## src/rtl/core/tcc_pkg.sv

```systemverilog
// Shared types, widths and constants for the timestamp continuity corrector.
// Used by every module in rtl/core; depends on nothing else.
package tcc_pkg;

    // Field widths
    localparam int PTS_BITS    = 48;
    localparam int STAMP_BITS  = 48;
    localparam int JUMP_BITS   = 24;
    localparam int TRAIN_BITS  = 4;
    localparam int MARGIN_BITS = 6;
    localparam int RUN_BITS    = 3;

    // Average gap: signed fixed point with 8 fraction bits
    localparam int AVG_BITS  = 34;
    localparam int FRAC_BITS = 8;

    // Derived datapath widths
    localparam int GAP_BITS   = STAMP_BITS + 1;
    localparam int SGAP_BITS  = JUMP_BITS + 1;
    localparam int MUL_A_BITS = AVG_BITS;
    localparam int MUL_B_BITS = 8;
    localparam int MUL_P_BITS = MUL_A_BITS + MUL_B_BITS;
    localparam int LHS_BITS   = MUL_P_BITS + FRAC_BITS;
    localparam int FULL_BITS  = AVG_BITS + TRAIN_BITS;
    localparam int DIV_D_BITS = TRAIN_BITS;
    localparam int RND_BITS   = AVG_BITS - FRAC_BITS + 2;
    localparam int PRED_BITS  = ((STAMP_BITS > PTS_BITS) ? STAMP_BITS : PTS_BITS) + 2;

    // Configuration port
    localparam int CFG_INDEX_BITS = 2;
    localparam int CFG_DATA_BITS  = JUMP_BITS;

    localparam logic [JUMP_BITS-1:0]   JUMP_RESET   = JUMP_BITS'(200000);
    localparam logic [TRAIN_BITS-1:0]  TRAIN_RESET  = TRAIN_BITS'(5);
    localparam logic [MARGIN_BITS-1:0] MARGIN_RESET = MARGIN_BITS'(10);
    localparam logic [RUN_BITS-1:0]    RUN_RESET    = RUN_BITS'(2);

    // One hundred percent, as a multiplier operand
    localparam logic [MUL_B_BITS-1:0] PERCENT_FULL = MUL_B_BITS'(100);

    typedef enum logic [CFG_INDEX_BITS-1:0] {
        CFG_JUMP_LIMIT,
        CFG_TRAIN_FRAMES,
        CFG_MARGIN_PERCENT,
        CFG_MAX_REWRITES
    } cfg_index_t;

    typedef struct packed {
        logic [JUMP_BITS-1:0]   jump_limit;
        logic [TRAIN_BITS-1:0]  train_frames;
        logic [MARGIN_BITS-1:0] margin_percent;
        logic [RUN_BITS-1:0]    max_rewrites;
    } cfg_t;

    typedef struct packed {
        logic                       req_type;
        logic                       enable;
        logic signed [PTS_BITS-1:0] pts_in;
    } in_beat_t;

    typedef struct packed {
        logic signed [PTS_BITS-1:0] pts_out;
        logic                       rewritten;
        logic                       locked;
    } out_beat_t;

    typedef struct packed {
        logic idle;
        logic done;
    } core_stat_t;

    typedef struct packed {
        logic                         start;
        logic signed [MUL_A_BITS-1:0] mcand;
        logic [MUL_B_BITS-1:0]        mplier;
    } mul_req_t;

    typedef struct packed {
        logic                  start;
        logic [FULL_BITS-1:0]  dividend;
        logic [DIV_D_BITS-1:0] divisor;
    } div_req_t;

    typedef enum logic [3:0] {
        ST_IDLE,
        ST_EVAL,
        ST_TRAIN_WAIT,
        ST_TRAIN_DIV,
        ST_DIV_WAIT,
        ST_GAP_WAIT,
        ST_UP_WAIT,
        ST_LO_WAIT,
        ST_DECIDE,
        ST_DONE
    } core_state_t;

endpackage

```

## src/rtl/core/tcc_serial_mul.sv

```systemverilog
// Shift-add multiplier: signed multiplicand times unsigned 8-bit factor,
// one factor bit per cycle. Depends on tcc_pkg.
module tcc_serial_mul (
    input  logic                                  clk,
    input  logic                                  rst_n,
    input  tcc_pkg::mul_req_t                     req,
    output logic                                  busy,
    output logic signed [tcc_pkg::MUL_P_BITS-1:0] product
);
    import tcc_pkg::*;

    localparam int CNT_BITS = $clog2(MUL_B_BITS + 1);

    logic signed [MUL_P_BITS-1:0] acc_reg, acc_next;
    logic signed [MUL_P_BITS-1:0] addend_reg, addend_next;
    logic [MUL_B_BITS-1:0]        mplier_reg, mplier_next;
    logic [CNT_BITS-1:0]          count_reg, count_next;

    // Load on start, then add the shifted multiplicand for each set factor bit.
    always_comb
    begin
        acc_next    = acc_reg;
        addend_next = addend_reg;
        mplier_next = mplier_reg;
        count_next  = count_reg;
        if (req.start)
        begin
            acc_next    = '0;
            addend_next = MUL_P_BITS'(req.mcand);
            mplier_next = req.mplier;
            count_next  = CNT_BITS'(MUL_B_BITS);
        end
        else if (count_reg != '0)
        begin
            if (mplier_reg[0])
            begin
                acc_next = acc_reg + addend_reg;
            end
            addend_next = addend_reg <<< 1;
            mplier_next = mplier_reg >> 1;
            count_next  = count_reg - CNT_BITS'(1);
        end
    end

    always_ff @(posedge clk or negedge rst_n)
    begin
        if (!rst_n)
        begin
            count_reg <= '0;
        end
        else
        begin
            count_reg <= count_next;
        end
    end

    always_ff @(posedge clk)
    begin
        acc_reg    <= acc_next;
        addend_reg <= addend_next;
        mplier_reg <= mplier_next;
    end

    assign busy    = (count_reg != '0);
    assign product = acc_reg;

endmodule

```

## src/rtl/core/tcc_serial_div.sv

```systemverilog
// Restoring divider for the training average: one quotient bit per cycle,
// unsigned dividend by a small unsigned divisor. Depends on tcc_pkg.
module tcc_serial_div (
    input  logic                           clk,
    input  logic                           rst_n,
    input  tcc_pkg::div_req_t              req,
    output logic                           busy,
    output logic [tcc_pkg::FULL_BITS-1:0]  quotient
);
    import tcc_pkg::*;

    localparam int CNT_BITS = $clog2(FULL_BITS + 1);

    // The work register shifts dividend bits out at the top and quotient bits in below.
    logic [FULL_BITS-1:0]  work_reg, work_next;
    logic [DIV_D_BITS-1:0] rem_reg, rem_next;
    logic [DIV_D_BITS-1:0] div_reg, div_next;
    logic [CNT_BITS-1:0]   count_reg, count_next;
    logic [DIV_D_BITS:0]   trial;
    logic [DIV_D_BITS:0]   trial_diff;
    logic                  q_bit;

    // One trial subtraction per cycle on the narrow partial remainder.
    always_comb
    begin
        trial      = {rem_reg, work_reg[FULL_BITS-1]};
        trial_diff = trial - {1'b0, div_reg};
        q_bit      = (trial >= {1'b0, div_reg});
        work_next  = work_reg;
        rem_next   = rem_reg;
        div_next   = div_reg;
        count_next = count_reg;
        if (req.start)
        begin
            work_next  = req.dividend;
            rem_next   = '0;
            div_next   = req.divisor;
            count_next = CNT_BITS'(FULL_BITS);
        end
        else if (count_reg != '0)
        begin
            rem_next   = q_bit ? trial_diff[DIV_D_BITS-1:0] : trial[DIV_D_BITS-1:0];
            work_next  = {work_reg[FULL_BITS-2:0], q_bit};
            count_next = count_reg - CNT_BITS'(1);
        end
    end

    always_ff @(posedge clk or negedge rst_n)
    begin
        if (!rst_n)
        begin
            count_reg <= '0;
        end
        else
        begin
            count_reg <= count_next;
        end
    end

    always_ff @(posedge clk)
    begin
        work_reg <= work_next;
        rem_reg  <= rem_next;
        div_reg  <= div_next;
    end

    assign busy     = (count_reg != '0);
    assign quotient = work_reg;

endmodule

```

## src/rtl/core/tcc_core.sv

```systemverilog
// Sequencer and history state of the corrector: gap measurement, training
// average, band check and prediction. Depends on tcc_pkg, tcc_serial_mul, tcc_serial_div.
module tcc_core (
    input  logic                clk,
    input  logic                rst_n,
    input  tcc_pkg::cfg_t       cfg,
    input  logic                start,
    input  tcc_pkg::in_beat_t   item,
    input  logic                take,
    output tcc_pkg::core_stat_t stat,
    output tcc_pkg::out_beat_t  result
);
    import tcc_pkg::*;

    localparam logic signed [PRED_BITS-1:0] PRED_PTS_MAX =
        {{(PRED_BITS-PTS_BITS+1){1'b0}}, {(PTS_BITS-1){1'b1}}};
    localparam logic signed [PRED_BITS-1:0] PRED_PTS_MIN =
        {{(PRED_BITS-PTS_BITS+1){1'b1}}, {(PTS_BITS-1){1'b0}}};
    localparam logic signed [PRED_BITS-1:0] PRED_ONE = PRED_BITS'(1);

    core_state_t state_reg, state_next;

    // Beat being worked on
    in_beat_t item_reg, item_next;

    // History state
    logic signed [STAMP_BITS-1:0] last_reg, last_next;
    logic [TRAIN_BITS-1:0]        count_reg, count_next;
    logic signed [AVG_BITS-1:0]   avg_reg, avg_next;
    logic [RUN_BITS-1:0]          run_reg, run_next;

    // Working values
    logic signed [SGAP_BITS-1:0]  gap_reg, gap_next;
    logic signed [FULL_BITS-1:0]  full_reg, full_next;
    logic signed [LHS_BITS-1:0]   lhs_reg, lhs_next;
    logic signed [MUL_P_BITS-1:0] up_reg, up_next;
    logic signed [MUL_P_BITS-1:0] lo_reg, lo_next;
    logic signed [RND_BITS-1:0]   rnd_reg, rnd_next;
    logic signed [PTS_BITS-1:0]   res_pts_reg, res_pts_next;
    logic                         res_rew_reg, res_rew_next;

    // Arithmetic units
    mul_req_t                     mul_req;
    logic                         mul_busy;
    logic signed [MUL_P_BITS-1:0] mul_product;
    div_req_t                     div_req;
    logic                         div_busy;
    logic [FULL_BITS-1:0]         div_quot;

    // Combinational helpers
    logic signed [STAMP_BITS-1:0] cur_stamp;
    logic signed [GAP_BITS-1:0]   gap;
    logic [GAP_BITS-1:0]          gap_mag;
    logic signed [SGAP_BITS-1:0]  gap_short;
    logic                         is_jump;
    logic                         in_train;
    logic                         locked;
    logic [FULL_BITS-1:0]         full_mag;
    logic [TRAIN_BITS-1:0]        divisor;
    logic [AVG_BITS-1:0]          quot_short;
    logic [AVG_BITS-1:0]          avg_mag;
    logic [AVG_BITS:0]            avg_rnd_sum;
    logic [RND_BITS-1:0]          rnd_mag;
    logic                         out_of_band;
    logic signed [PRED_BITS-1:0]  pred_base;
    logic signed [PRED_BITS-1:0]  pred_sum;
    logic signed [PTS_BITS-1:0]   pred_pts;
    logic [RUN_BITS-1:0]          run_inc;
    logic                         run_clear;

    tcc_serial_mul u_mul (
        .clk     (clk),
        .rst_n   (rst_n),
        .req     (mul_req),
        .busy    (mul_busy),
        .product (mul_product)
    );

    tcc_serial_div u_div (
        .clk      (clk),
        .rst_n    (rst_n),
        .req      (div_req),
        .busy     (div_busy),
        .quotient (div_quot)
    );

    // Gap between the incoming stamp and the stored one, and the jump test.
    always_comb
    begin
        cur_stamp = STAMP_BITS'(item_reg.pts_in);
        gap       = GAP_BITS'(cur_stamp) - GAP_BITS'(last_reg);
        gap_mag   = gap[GAP_BITS-1] ? unsigned'(-gap) : unsigned'(gap);
        gap_short = gap[SGAP_BITS-1:0];
        is_jump   = (gap == '0) || (gap_mag > GAP_BITS'(cfg.jump_limit));
        in_train  = (count_reg < cfg.train_frames);
        locked    = (last_reg != '0) && (count_reg >= cfg.train_frames);
    end

    // Training average operands: magnitude plus half the divisor rounds to nearest.
    always_comb
    begin
        full_mag   = full_reg[FULL_BITS-1] ? unsigned'(-full_reg) : unsigned'(full_reg);
        divisor    = count_reg + TRAIN_BITS'(1);
        quot_short = div_quot[AVG_BITS-1:0];
    end

    // Average rounded to whole ticks, ties away from zero.
    always_comb
    begin
        avg_mag     = avg_reg[AVG_BITS-1] ? unsigned'(-avg_reg) : unsigned'(avg_reg);
        avg_rnd_sum = {1'b0, avg_mag} + (AVG_BITS+1)'(1 << (FRAC_BITS - 1));
        rnd_mag     = RND_BITS'(avg_rnd_sum >> FRAC_BITS);
    end

    // Band test, prediction with saturation and the rewrite run update.
    always_comb
    begin
        out_of_band = (lhs_reg > LHS_BITS'(up_reg)) || (lhs_reg < LHS_BITS'(lo_reg));
        pred_base   = PRED_BITS'(last_reg);
        if (pred_base > PRED_PTS_MAX)
        begin
            pred_base = PRED_PTS_MAX + PRED_ONE;
        end
        else if (pred_base < PRED_PTS_MIN)
        begin
            pred_base = PRED_PTS_MIN - PRED_ONE;
        end
        pred_sum = pred_base + PRED_BITS'(rnd_reg);
        if (pred_sum > PRED_PTS_MAX)
        begin
            pred_pts = PTS_BITS'(PRED_PTS_MAX);
        end
        else if (pred_sum < PRED_PTS_MIN)
        begin
            pred_pts = PTS_BITS'(PRED_PTS_MIN);
        end
        else
        begin
            pred_pts = PTS_BITS'(pred_sum);
        end
        run_inc   = run_reg + RUN_BITS'(1);
        run_clear = (run_inc >= cfg.max_rewrites) || (run_inc == '0);
    end

    // Sequencer: next state, unit requests and state updates.
    always_comb
    begin
        state_next   = state_reg;
        item_next    = item_reg;
        last_next    = last_reg;
        count_next   = count_reg;
        avg_next     = avg_reg;
        run_next     = run_reg;
        gap_next     = gap_reg;
        full_next    = full_reg;
        lhs_next     = lhs_reg;
        up_next      = up_reg;
        lo_next      = lo_reg;
        rnd_next     = rnd_reg;
        res_pts_next = res_pts_reg;
        res_rew_next = res_rew_reg;

        mul_req.start  = 1'b0;
        mul_req.mcand  = avg_reg;
        mul_req.mplier = MUL_B_BITS'(count_reg);
        div_req.start    = 1'b0;
        div_req.dividend = full_mag + FULL_BITS'(divisor >> 1);
        div_req.divisor  = divisor;

        stat.idle = 1'b0;
        stat.done = 1'b0;

        unique case (state_reg)
            ST_IDLE:
            begin
                stat.idle = 1'b1;
                if (start)
                begin
                    item_next  = item;
                    state_next = ST_EVAL;
                end
            end

            ST_EVAL:
            begin
                res_pts_next = item_reg.pts_in;
                res_rew_next = 1'b0;
                state_next   = ST_DONE;
                if (item_reg.req_type)
                begin
                    // Flush: all history cleared, result is zero.
                    last_next    = '0;
                    count_next   = '0;
                    avg_next     = '0;
                    run_next     = '0;
                    res_pts_next = '0;
                end
                else if (!item_reg.enable)
                begin
                    // Passthrough frame: state is left alone.
                end
                else if (last_reg == '0)
                begin
                    last_next = cur_stamp;
                end
                else if (is_jump)
                begin
                    last_next  = cur_stamp;
                    count_next = '0;
                    avg_next   = '0;
                    run_next   = '0;
                end
                else if (in_train)
                begin
                    gap_next       = gap_short;
                    mul_req.start  = 1'b1;
                    mul_req.mcand  = avg_reg;
                    mul_req.mplier = MUL_B_BITS'(count_reg);
                    state_next     = ST_TRAIN_WAIT;
                end
                else
                begin
                    gap_next       = gap_short;
                    mul_req.start  = 1'b1;
                    mul_req.mcand  = MUL_A_BITS'(gap_short);
                    mul_req.mplier = PERCENT_FULL;
                    state_next     = ST_GAP_WAIT;
                end
            end

            ST_TRAIN_WAIT:
            begin
                if (!mul_busy)
                begin
                    full_next  = FULL_BITS'(mul_product)
                               + (FULL_BITS'(gap_reg) <<< FRAC_BITS);
                    state_next = ST_TRAIN_DIV;
                end
            end

            ST_TRAIN_DIV:
            begin
                div_req.start = 1'b1;
                state_next    = ST_DIV_WAIT;
            end

            ST_DIV_WAIT:
            begin
                if (!div_busy)
                begin
                    avg_next   = full_reg[FULL_BITS-1] ? -signed'(quot_short)
                                                       : signed'(quot_short);
                    count_next = divisor;
                    last_next  = cur_stamp;
                    state_next = ST_DONE;
                end
            end

            ST_GAP_WAIT:
            begin
                if (!mul_busy)
                begin
                    lhs_next       = LHS_BITS'(mul_product) <<< FRAC_BITS;
                    mul_req.start  = 1'b1;
                    mul_req.mcand  = avg_reg;
                    mul_req.mplier = PERCENT_FULL + MUL_B_BITS'(cfg.margin_percent);
                    state_next     = ST_UP_WAIT;
                end
            end

            ST_UP_WAIT:
            begin
                if (!mul_busy)
                begin
                    up_next        = mul_product;
                    mul_req.start  = 1'b1;
                    mul_req.mcand  = avg_reg;
                    mul_req.mplier = PERCENT_FULL - MUL_B_BITS'(cfg.margin_percent);
                    state_next     = ST_LO_WAIT;
                end
            end

            ST_LO_WAIT:
            begin
                if (!mul_busy)
                begin
                    lo_next    = mul_product;
                    rnd_next   = avg_reg[AVG_BITS-1] ? -signed'(rnd_mag) : signed'(rnd_mag);
                    state_next = ST_DECIDE;
                end
            end

            ST_DECIDE:
            begin
                state_next = ST_DONE;
                if (out_of_band)
                begin
                    res_pts_next = pred_pts;
                    res_rew_next = 1'b1;
                    last_next    = STAMP_BITS'(pred_pts);
                    if (run_clear)
                    begin
                        count_next = '0;
                        avg_next   = '0;
                        run_next   = '0;
                    end
                    else
                    begin
                        run_next = run_inc;
                    end
                end
                else
                begin
                    run_next  = '0;
                    last_next = cur_stamp;
                end
            end

            ST_DONE:
            begin
                stat.done = 1'b1;
                if (take)
                begin
                    state_next = ST_IDLE;
                end
            end

            default:
            begin
                state_next = ST_IDLE;
            end
        endcase
    end

    always_ff @(posedge clk or negedge rst_n)
    begin
        if (!rst_n)
        begin
            state_reg <= ST_IDLE;
            last_reg  <= '0;
            count_reg <= '0;
            avg_reg   <= '0;
            run_reg   <= '0;
        end
        else
        begin
            state_reg <= state_next;
            last_reg  <= last_next;
            count_reg <= count_next;
            avg_reg   <= avg_next;
            run_reg   <= run_next;
        end
    end

    always_ff @(posedge clk)
    begin
        item_reg    <= item_next;
        gap_reg     <= gap_next;
        full_reg    <= full_next;
        lhs_reg     <= lhs_next;
        up_reg      <= up_next;
        lo_reg      <= lo_next;
        rnd_reg     <= rnd_next;
        res_pts_reg <= res_pts_next;
        res_rew_reg <= res_rew_next;
    end

    assign result.pts_out   = res_pts_reg;
    assign result.rewritten = res_rew_reg;
    assign result.locked    = locked;

endmodule

```

## src/rtl/core/timestamp_continuity_corrector.sv

```systemverilog
// Top level: configuration registers, input handshake and output register.
// Depends on tcc_pkg and tcc_core.
// One beat at a time. Flush, passthrough, first-stamp and jump beats go straight from evaluation
// to done; checked frames wait on three 8-step serial multiplies and training frames on one
// multiply and the 38-step serial divider. The input opens again for the next beat when the
// result moves to the output register.
// Reset (rst_n low, asynchronous) empties history and restores register defaults.
module timestamp_continuity_corrector (
    input  logic                                 clk,
    input  logic                                 rst_n,
    input  logic                                 in_valid,
    output logic                                 in_ready,
    input  tcc_pkg::in_beat_t                    in_data,
    output logic                                 out_valid,
    input  logic                                 out_ready,
    output tcc_pkg::out_beat_t                   out_data,
    input  logic                                 cfg_we,
    input  logic [tcc_pkg::CFG_INDEX_BITS-1:0]   cfg_index,
    input  logic [tcc_pkg::CFG_DATA_BITS-1:0]    cfg_wdata
);
    import tcc_pkg::*;

    cfg_t       cfg_reg, cfg_next;
    core_stat_t core_stat;
    out_beat_t  core_result;
    out_beat_t  out_data_reg, out_data_next;
    logic       out_valid_reg, out_valid_next;
    logic       start;
    logic       take;

    // Register writes by index.
    always_comb
    begin
        cfg_next = cfg_reg;
        if (cfg_we)
        begin
            unique case (cfg_index)
                CFG_JUMP_LIMIT:     cfg_next.jump_limit     = cfg_wdata[JUMP_BITS-1:0];
                CFG_TRAIN_FRAMES:   cfg_next.train_frames   = cfg_wdata[TRAIN_BITS-1:0];
                CFG_MARGIN_PERCENT: cfg_next.margin_percent = cfg_wdata[MARGIN_BITS-1:0];
                CFG_MAX_REWRITES:   cfg_next.max_rewrites   = cfg_wdata[RUN_BITS-1:0];
                default:            cfg_next = cfg_reg;
            endcase
        end
    end

    // Handshake: the core takes a beat when idle and hands its result over
    // once the output register is free or being emptied.
    assign in_ready = core_stat.idle;
    assign start    = in_valid && in_ready;
    assign take     = core_stat.done && (!out_valid_reg || out_ready);

    always_comb
    begin
        out_valid_next = out_valid_reg;
        out_data_next  = out_data_reg;
        if (take)
        begin
            out_valid_next = 1'b1;
            out_data_next  = core_result;
        end
        else if (out_ready)
        begin
            out_valid_next = 1'b0;
        end
    end

    tcc_core u_core (
        .clk    (clk),
        .rst_n  (rst_n),
        .cfg    (cfg_reg),
        .start  (start),
        .item   (in_data),
        .take   (take),
        .stat   (core_stat),
        .result (core_result)
    );

    always_ff @(posedge clk or negedge rst_n)
    begin
        if (!rst_n)
        begin
            cfg_reg.jump_limit     <= JUMP_RESET;
            cfg_reg.train_frames   <= TRAIN_RESET;
            cfg_reg.margin_percent <= MARGIN_RESET;
            cfg_reg.max_rewrites   <= RUN_RESET;
            out_valid_reg          <= 1'b0;
        end
        else
        begin
            cfg_reg       <= cfg_next;
            out_valid_reg <= out_valid_next;
        end
    end

    always_ff @(posedge clk)
    begin
        out_data_reg <= out_data_next;
    end

    assign out_valid = out_valid_reg;
    assign out_data  = out_data_reg;

    // An accepted beat keeps the input closed for at least the next cycle.
    a_busy_after_accept: assert property (@(posedge clk) disable iff (!rst_n)
        start |=> !in_ready)
        else $error("input reopened right after a beat was accepted");

    // A new result only appears after the core reported it finished.
    a_result_from_done: assert property (@(posedge clk) disable iff (!rst_n)
        $rose(out_valid) |-> $past(core_stat.done))
        else $error("output went valid without a finished result");

    // A finished result blocks the input until it is handed over.
    a_done_blocks_input: assert property (@(posedge clk) disable iff (!rst_n)
        core_stat.done && !take |=> !in_ready)
        else $error("input opened while a result was still held in the core");

endmodule

```

## config.mk

```make
export PLATFORM = sky130hd
export DESIGN_NAME = timestamp_continuity_corrector
export DESIGN_NICKNAME = d
export VERILOG_FILES = /design/src/rtl/core/tcc_pkg.sv /design/src/rtl/core/tcc_serial_mul.sv /design/src/rtl/core/tcc_serial_div.sv /design/src/rtl/core/tcc_core.sv /design/src/rtl/core/timestamp_continuity_corrector.sv
export SDC_FILE = /design/constraint.sdc
export NUM_CORES = 2
export LEC_CHECK = 0
export BUFFER_PORTS_ARGS = -buffer_cell sky130_fd_sc_hd__buf_4
export CORE_MARGIN = 4
export CORE_UTILIZATION = 30
export DETAILED_ROUTE_END_ITERATION = 7
export SYNTH_ARGS = -nofsm -noshare
export SYNTH_HDL_FRONTEND = slang
export SYNTH_SLANG_ARGS = --single-unit
```

## constraint.sdc

```tcl
create_clock -name clk -period 9.25 [get_ports clk]
set_clock_uncertainty 0.2 [all_clocks]
set_input_delay 0.4625 -clock clk [delete_from_list [all_inputs] [get_ports clk]]
set_output_delay 0.4625 -clock clk [all_outputs]
set_load 0.005 [all_outputs]
```

==> results.yml <==
status:
  status: "complete, no violations"
grt:
  grt_max_degree: 97
  track_usage: 0.172
  grt_pass1_wl_um: 195000
  antenna_found_initial: 14
  grt_pass1_vias: 32500
  overflow: 0
drt:
  vias_per_cell: 5.35
  ant_nets: 0
  drt_iter0_markers: 3019
  vias: 33600
  wl_per_cell_um: 20.5
  dr.pass1.iters: 6
  route.detailed.drc: 0
  drt_wl_total_um: 129000
worst_hold_path:
  hp-class: "in -> reg"
cts:
  cts_tree: "yes"
  clk_path_buf_depth: 3
  numCtsBuffers: 77
  clk_pin_slew_ps: 60
  clock-root-buffer: "clkbuf_16"
  cts.sinks: 645
  cts_setup_buffers: 0
  cts_resized: 0
  cts_max_level: 3
  cts_hold_buffers: 75
  insertion_delay_ps: 670
floorplanning:
  core_um2: 138000
  die_y_um: 381
  initial_utilization: 0.303
  die-area_um2: 145000
  fp.dieW_um: 381
  io-pin-count: 133
  rows: 136
place:
  preCtsSetupSlack_ps: 859
  dp.cells: 6064
  hpwl_um: 96400
  io_buffers: 132
  gp_congestion: 0.904
run:
  max_cap_viol_count: 0
critical_path:
  cp.arrival_ps: 8660
  startpoint_type: "flip-flop"
  end_kind: "flip-flop"
  critPathMaxStageDelay_ps: 770
  worstPathRequired_ps: 9390
  critical_path_class: "reg -> reg"
  crit_slowest_cell: "nor4b_1"
  path_max_fanout: 35
sta:
  fmax_ghz: 0.117
  hold_viol: 0
  hold_ws_ps: 94.0
  setup_violations: 0
  setup_slack_ps: 725
  min_period_over_period: 0.922
  relSlewSlack: 0.161
  rsz0062_at_grt: "no"
  worst_slew_pin_slew_ps: 1260
  drv_slew: 0
  fin_setup_tns_ps: 0
  period_needed_ps: 8520
synthesis:
  synthDistinctLibCells: 110
  synth_edf_count: 458
  syn_inst: 4302
  yosys_warnings: 0
  synth_top_flop_cell: "edfxtp_1"
  syn-cell-area_um2: 41700
  syn_avg_cell_area_um2: 9.70
  netlist_top_cells_area: "edfxtp_1 (33%), ha_1 (9.1%), dfrtp_1 (7.8%), xnor2_1 (4.3%), a21oi_1 (3.6%)"
  yosysTopAreaCellShare: 0.330
  ys_seq_elements: 645
  ys_async_sr_fraction: 0.219
  synth_nets: 4693
  synth_top_cell_by_area: "edfxtp_1"
  seq_area_frac_synth: 0.437
cells_and_area:
  layout_common_cells: "edfxtp_1 (458), nand2_1 (318), ha_1 (304)"
  fin_nets: 4815
  syn2layout_area_growth_pct: 15.0
  largest_reg_flops: 50
  final_common_cell: "edfxtp_1"
  post_layout_nonfiller_instances: 6283
  nFillCells: 13900
  drive_gt1_frac: 0.0992
  fin_util: 0.348
power_and_ir_drop:
  p_per_area_nw_per_um2: 322
  total_leakage_power_nw: 19.2
  ir_worst_vdd_v: 0.000229
## power breakdown
part           switching, W  internal, W  leakage [nW]  total, W
sequential         0.000646      0.00407          6.53   0.00471
combinational       0.00473      0.00284          11.4   0.00757
clock               0.00131      0.00183          1.26   0.00313
total               0.00669      0.00873          19.2    0.0154
## cells in the mapped netlist, drive strengths merged (51+ instances only)
| cell type | number |
|---|---|
| nand2 | 322 |
| xor2 | 122 |
| edfxtp | 458 |
| clkbuf | 171 |
| a21oi | 298 |
| ha | 304 |
| inv | 288 |
| a21o | 104 |
| o21ai | 300 |
| nor3 | 108 |
| xnor2 | 207 |
| dfrtp | 130 |
| nand4 | 51 |
| nand3b | 57 |
| nand2b | 56 |
| nor2 | 289 |
| nand3 | 140 |
## per-layer routing
| metal | up-vias | global-route usage | wire length [µm] |
|---|---|---|---|
| met2 | 1102 | 0.286 | 60300 |
| met3 | 239 | 0.0390 | 9840 |
| met1 | 16100 | 0.219 | 53900 |
| li1 | 16100 | - | - |
| met4 | 6 | 0.0599 | 4710 |
| met5 | - | 0 | 38 |
## path summary, 6_finish.rpt
path	endpoint	slack [ps]	cells after the start	start
worst max-delay path	u_core.u_mul.addend_reg[37]$_DFFE_PP_	730	26	u_core.last_reg[0]$_DFFE_PN0P_
worst min-delay path	cfg_reg[2]$_DFFE_PN0P_	90	3	cfg_index[1]
worst max register to register	u_core.u_mul.addend_reg[37]$_DFFE_PP_	730	26	u_core.last_reg[0]$_DFFE_PN0P_
worst min register to register	out_data[27]$_DFFE_PP_	210	0	u_core.res_pts_reg[25]$_DFFE_PP_
max in group asynchronous	u_core.avg_reg[6]$_DFFE_PN0P_	6880	4	rst_n
min in group asynchronous	u_core.last_reg[31]$_DFFE_PN0P_	110	2	rst_n
## worst max-delay path, delay by kind of cell (launching register included)
| kind | cells | cell delay (ps) |
|---|---|---|
| flops | 1 | 440 |
| fa+ha+maj | 3 | 930 |
| simple gates | 9 | 3090 |
| buf+inv | 3 | 690 |
| compound gates | 10 | 2530 |
| xor+xnor | 1 | 260 |
## cell families (layout without fill, tap and decap cells)
family | after synthesis | count (layout) | synth area share
compound gates | 1172 | 1172 | 0.185
xor+xnor | 329 | 329 | 0.0691
fa+ha+maj | 311 | 311 | 0.0943
buf+inv | 502 | 688 | 0.0467
flops | 645 | 645 | 0.437
mux | 43 | 43 | 0.0112
other cells | 0 | 1 | 0
simple gates | 1300 | 1300 | 0.157
## layout make-up
type | instances | area, µm² | share of cell area
inverter | 288 | 1080 | 0.0225
multi-input combinational | 3155 | 21600 | 0.451
sequential | 645 | 18200 | 0.380
timing repair buffer | 257 | 2160 | 0.0450
clock buffer | 105 | 2150 | 0.0449
tap | 1794 | 2240 | 0.0468
clock inverter | 38 | 444 | 0.00926
antenna | 1 | 2.50 | 0.0000522
## through the flow
stage / power [W] / instance area, µm²
after floorplan: 0.00970 / 41700
after global placement: 0.0122 / 44600
after detailed placement: 0.0122 / 44600
after CTS: 0.0155 / 47900
after global routing: 0.0164 / 47900
final: 0.0154 / 47900
Power figures use the tool's default switching activity.
